$ cat src/rtl/ogg_pkg.sv
package ogg_pkg;

    localparam int MAX_STREAMS  = 16;
    localparam int STREAM_W     = 4;
    localparam int MAX_SEGMENTS = 256;
    localparam int SEG_W        = 8;

    localparam logic [4:0] POS_COUNT   = 5'd26;
    localparam logic [4:0] POS_TABLE   = 5'd27;
    localparam logic [4:0] POS_PAYLOAD = 5'd28;
    localparam logic [4:0] POS_SER_LO  = 5'd14;
    localparam logic [4:0] POS_SER_HI  = 5'd17;
    localparam logic [4:0] POS_MAGIC   = 5'd5;

    localparam logic [3:0] CODEC_OK  = 4'd7;
    localparam logic [3:0] CODEC_BAD = 4'd8;

    localparam logic [2:0] ERR_NONE    = 3'd0;
    localparam logic [2:0] ERR_MAGIC   = 3'd1;
    localparam logic [2:0] ERR_CODEC   = 3'd2;
    localparam logic [2:0] ERR_ORDER   = 3'd3;
    localparam logic [2:0] ERR_STREAMS = 3'd4;

    localparam logic [7:0] LACE_FULL = 8'd255;

    // One compacted lacing entry: a nonzero lacing value and the zero
    // lacing values that follow it.
    typedef struct packed {
        logic [7:0] clos;
        logic [7:0] lace;
    } lace_entry_t;

    function automatic logic [7:0] page_magic(input logic [2:0] idx);
        logic [7:0] v;
        unique case (idx)
            3'd0:    v = 8'h4F;
            3'd1:    v = 8'h67;
            3'd2:    v = 8'h67;
            3'd3:    v = 8'h53;
            default: v = 8'h00;
        endcase
        return v;
    endfunction

    function automatic logic [7:0] vorbis_magic(input logic [2:0] idx);
        logic [7:0] v;
        unique case (idx)
            3'd0:    v = 8'h01;
            3'd1:    v = 8'h76;
            3'd2:    v = 8'h6F;
            3'd3:    v = 8'h72;
            3'd4:    v = 8'h62;
            3'd5:    v = 8'h69;
            3'd6:    v = 8'h73;
            default: v = 8'h00;
        endcase
        return v;
    endfunction

endpackage

$ cat src/rtl/ogg_lace_mem.sv
module ogg_lace_mem (
    input  logic                 clk,
    input  logic                 we,
    input  logic [7:0]           waddr,
    input  ogg_pkg::lace_entry_t wdata,
    input  logic [7:0]           raddr,
    output ogg_pkg::lace_entry_t rdata
);
    import ogg_pkg::*;

    lace_entry_t mem [MAX_SEGMENTS];
    lace_entry_t rdata_reg;

    // Write one entry; read with write-through on a same-address collision
    always_ff @(posedge clk)
    begin
        if (we)
        begin
            mem[waddr] <= wdata;
        end
        if (we && (waddr == raddr))
        begin
            rdata_reg <= wdata;
        end
        else
        begin
            rdata_reg <= mem[raddr];
        end
    end

    assign rdata = rdata_reg;

endmodule

$ cat config.mk
export PLATFORM = sky130hd
export DESIGN_NAME = ogg_lace_mem
export DESIGN_NICKNAME = d
export VERILOG_FILES = /design/src/rtl/ogg_pkg.sv /design/src/rtl/ogg_lace_mem.sv
export SDC_FILE = /design/constraint.sdc
export NUM_CORES = 2
export LEC_CHECK = 0
export BUFFER_PORTS_ARGS = -buffer_cell sky130_fd_sc_hd__buf_2
export CAP_MARGIN = 20
export CELL_PAD_IN_SITES_DETAIL_PLACEMENT = 0
export CELL_PAD_IN_SITES_GLOBAL_PLACEMENT = 1
export CORE_MARGIN = 3
export CORE_UTILIZATION = 51
export CTS_CLUSTER_DIAMETER = 50
export DETAILED_ROUTE_END_ITERATION = 16
export GPL_ROUTABILITY_DRIVEN = 0
export PLACE_DENSITY_LB_ADDON = 0.1
export SETUP_SLACK_MARGIN = 0.05
export SYNTH_ARGS = -nofsm -noshare
export SYNTH_HDL_FRONTEND = slang
export SYNTH_SLANG_ARGS = --single-unit
$ cat constraint.sdc
create_clock -name clk -period 2.3 [get_ports clk]
set_input_delay 0 -clock clk [delete_from_list [all_inputs] [get_ports clk]]
set_output_delay 0 -clock clk [all_outputs]
set_load 0.1 [all_outputs]
==> impl_results.md <==
- RSZ-0062 raised after global routing: yes
- Async S/R FF share, synth: 0%
- Via Count: 82550
- Hold Path Class: in2reg
- GR Util met1: 40.88%
- Die Wd: 563.6 um
- Max reg flops: 4096
- PwrDens: 851.4 mW/mm^2
- Synth area leader: edfxtp_1
- Seq pwr share: 50.1%
- Setup TNS: -30.48 ns
- Fillcell total: 21160
- CP Max Fanout: 7
- Grt peak-use layer: met2
- Highest clock rate: 0.2336 GHz
- Initial DRC count: 9608
- Tmin final: 4.281 ns
- CTS tree: done
- Least-Margin Pin Slew: 0.8556 ns
- Leak: 63.59 nW
- Seq cells post-synth: 4104
- Syn. warnings: 0
- Peak VDD IR: 887.9 uV
- Final WL: 448.4 mm
- Most flop-heavy register: mem
- Sw power: 35.98 mW
- Post-detail-place hpwl: 276.6 mm
- First-pass GRT wire length: 631.8 mm
- Io pins: 50
- DIE AREA: 0.3176 mm^2
- Met3 Use GR: 4.396%
- Dpl cells: 12190
- Fin util: 62.59%
- Starting Density: 51.30%
- CORE AREA: 0.3091 mm^2
- Final Instance Area: 0.1935 mm^2
- Slew margin rel.: 42.96%
- Seq/Total Area, Yosys: 77.68%
- Synth top area cells: edfxtp_1 (78%), mux4_2 (11%), mux2i_1 (3.6%)
- Failing checks: negative setup slack
- Gate power share: 6.5%
- Vias in the first global route: 82450
- Post-DP Area: 0.1742 mm^2
- Multi-input gate area: 0.03457 mm^2
- Clock share of power: 43.5%
- Initial antenna violation count: 15
- Clock buffer depth: 4
- Net Sw Frac: 21.85%
- Internal power: 128.7 mW
- CTS Sinks: 4104
- Max-cap check violation count: 0
- Detailed-route vias per instance: 6.239
- Largest net degree at the start of global routing: 127
- Final Max Tran Viols: 0
- WHS: 0.07621 ns
- Final setup viols: 16
- DRT antenna net count: 0
- Crit end category: output port
- Root buffer cell: clkbuf_16
- Most frequent cell after synthesis: edfxtp_1
- CP Class: reg2out
- Overall power: 164.7 mW
- Total grt overflow: 0
- Drt pass-1 iters: 5
- Remaining DRCs: 0
- Unique cell type count in the Yosys netlist: 52
- H-tree levels: 5
- Final WS setup: -1.981 ns
- Top cells by count, synth: edfxtp_1 (4096), mux4_2 (797), mux2i_1 (565)
- Synth Net Count: 7386
- Clock transition at path regs: 0.06 ns
- EDFF count, synth: 4096
- Status: finished with violations
- Worst endpoint data arrival time: 4.28 ns
- Post-synth top area share: 77.57%
- Num CTS Buffers: 448
- Die Ht: 563.6 um
- Final hold violations: 0
- Final Net Count: 8762
- Biggest regs: mem (4096)
- Layout cells sized above 1: 35.51%
- Cells after synthesis: 7352
- Grt met2 use: 44.29%
- Layout area overhead: 22.01%
- Synth Flop Type: edfxtp_1
- Register Area: 0.1232 mm^2
- Row count: 204
- All-Layer GR Usage: 28.13%
- Post-Place Setup Slack: -2.003 ns
- Cell Area, Synth: 0.1586 mm^2
- Post-Layout Cell Count: 13230
- CP required: 2.30 ns
- Syn Area/Cell: 21.57 um^2
- Port Buf Inserts: 49
- Wire length per cell: 33.88 um
- Fin crit share: 186.1%
- Critical Path Source Type: register
## what timing repair did
| item | in CTS | in global routing |
|---|---|---|
| endpoints found under the hold margin | 4532 | 0 |
| resized for setup | 247 | 144 |
| hold buffers | 51 | 0 |
| gates cloned | 23 | 5 |
| buffers inserted | 74 | 72 |
| endpoints found under the setup margin | 16 | 18 |
| pin swaps | 50 | 69 |
## critical path, cell delays in order, from the launching register on
cell	delay, ns
dfxtp_4	0.40
buf_12	0.15
buf_12	0.13
buf_16	0.15
buf_12	0.14
buf_6	0.09
mux4_2	0.50
mux4_2	0.53
a22o_4	0.31
o32ai_4	0.54
nor4_4	0.14
buf_12	0.20
## per-layer routing
metal  part of all wire, %  routed length (um)
met5                0.0065                  29
met2                    47              212900
met3                   7.5               33840
met4                   3.7               16440
met1                    41              185100
## kinds of logic after synthesis
kind of cell | after synthesis | share of synthesized area, %
compound gates | 786 | 3.541
mux | 1450 | 15.51
simple gates | 556 | 1.576
flops | 4104 | 77.68
buf+inv | 456 | 1.695
## final timing paths
path / startpoint / end / slack [ns] / depth (start not counted)
hold / removal: wdata[8] / mem[19][8] / 0.08 / 2
setup / recovery: register / rdata[11] / -1.98 / 11
## cell type report
| cell class | count | share of cell area [%] |
|---|---|---|
| Clock inverter | 303 | 1.620 |
| Multi-Input combinational cell | 2792 | 17.87 |
| Sequential cell | 4104 | 63.67 |
| Inverter | 4 | 0.01423 |
| Timing Repair Buffer | 1378 | 8.108 |
| Antenna cell | 3 | 0.003881 |
| Clock buffer | 528 | 6.047 |
| Tap cell | 4120 | 2.665 |
## layout by cell type, fill, tap and decap left out, types with 48 or more instances in the layout
master	count
buf_4	881
o22ai_1	144
edfxtp_1	4096
o221ai_1	222
clkinv_2	80
nor2_1	187
bufinv_16	48
clkbuf_16	460
nor3_1	60
nor2_2	114
buf_6	49
a21oi_1	162
mux2i_1	560
buf_12	300
dlygate4sd3_1	51
mux4_2	797
mux2_2	86
clkbuf_1	68
clkinv_1	73
## power groups by stage
stage	sequential [mW]	clock (mW)	combinational (mW)
after floorplan	84.0	0	4.63
after global placement	84.1	0	9.53
after detailed placement	84.1	0	9.66
after CTS	82.5	72.6	10.4
after global routing	82.5	75.6	11.1
final	82.5	71.6	10.6
(Power assumes the default switching activity.)
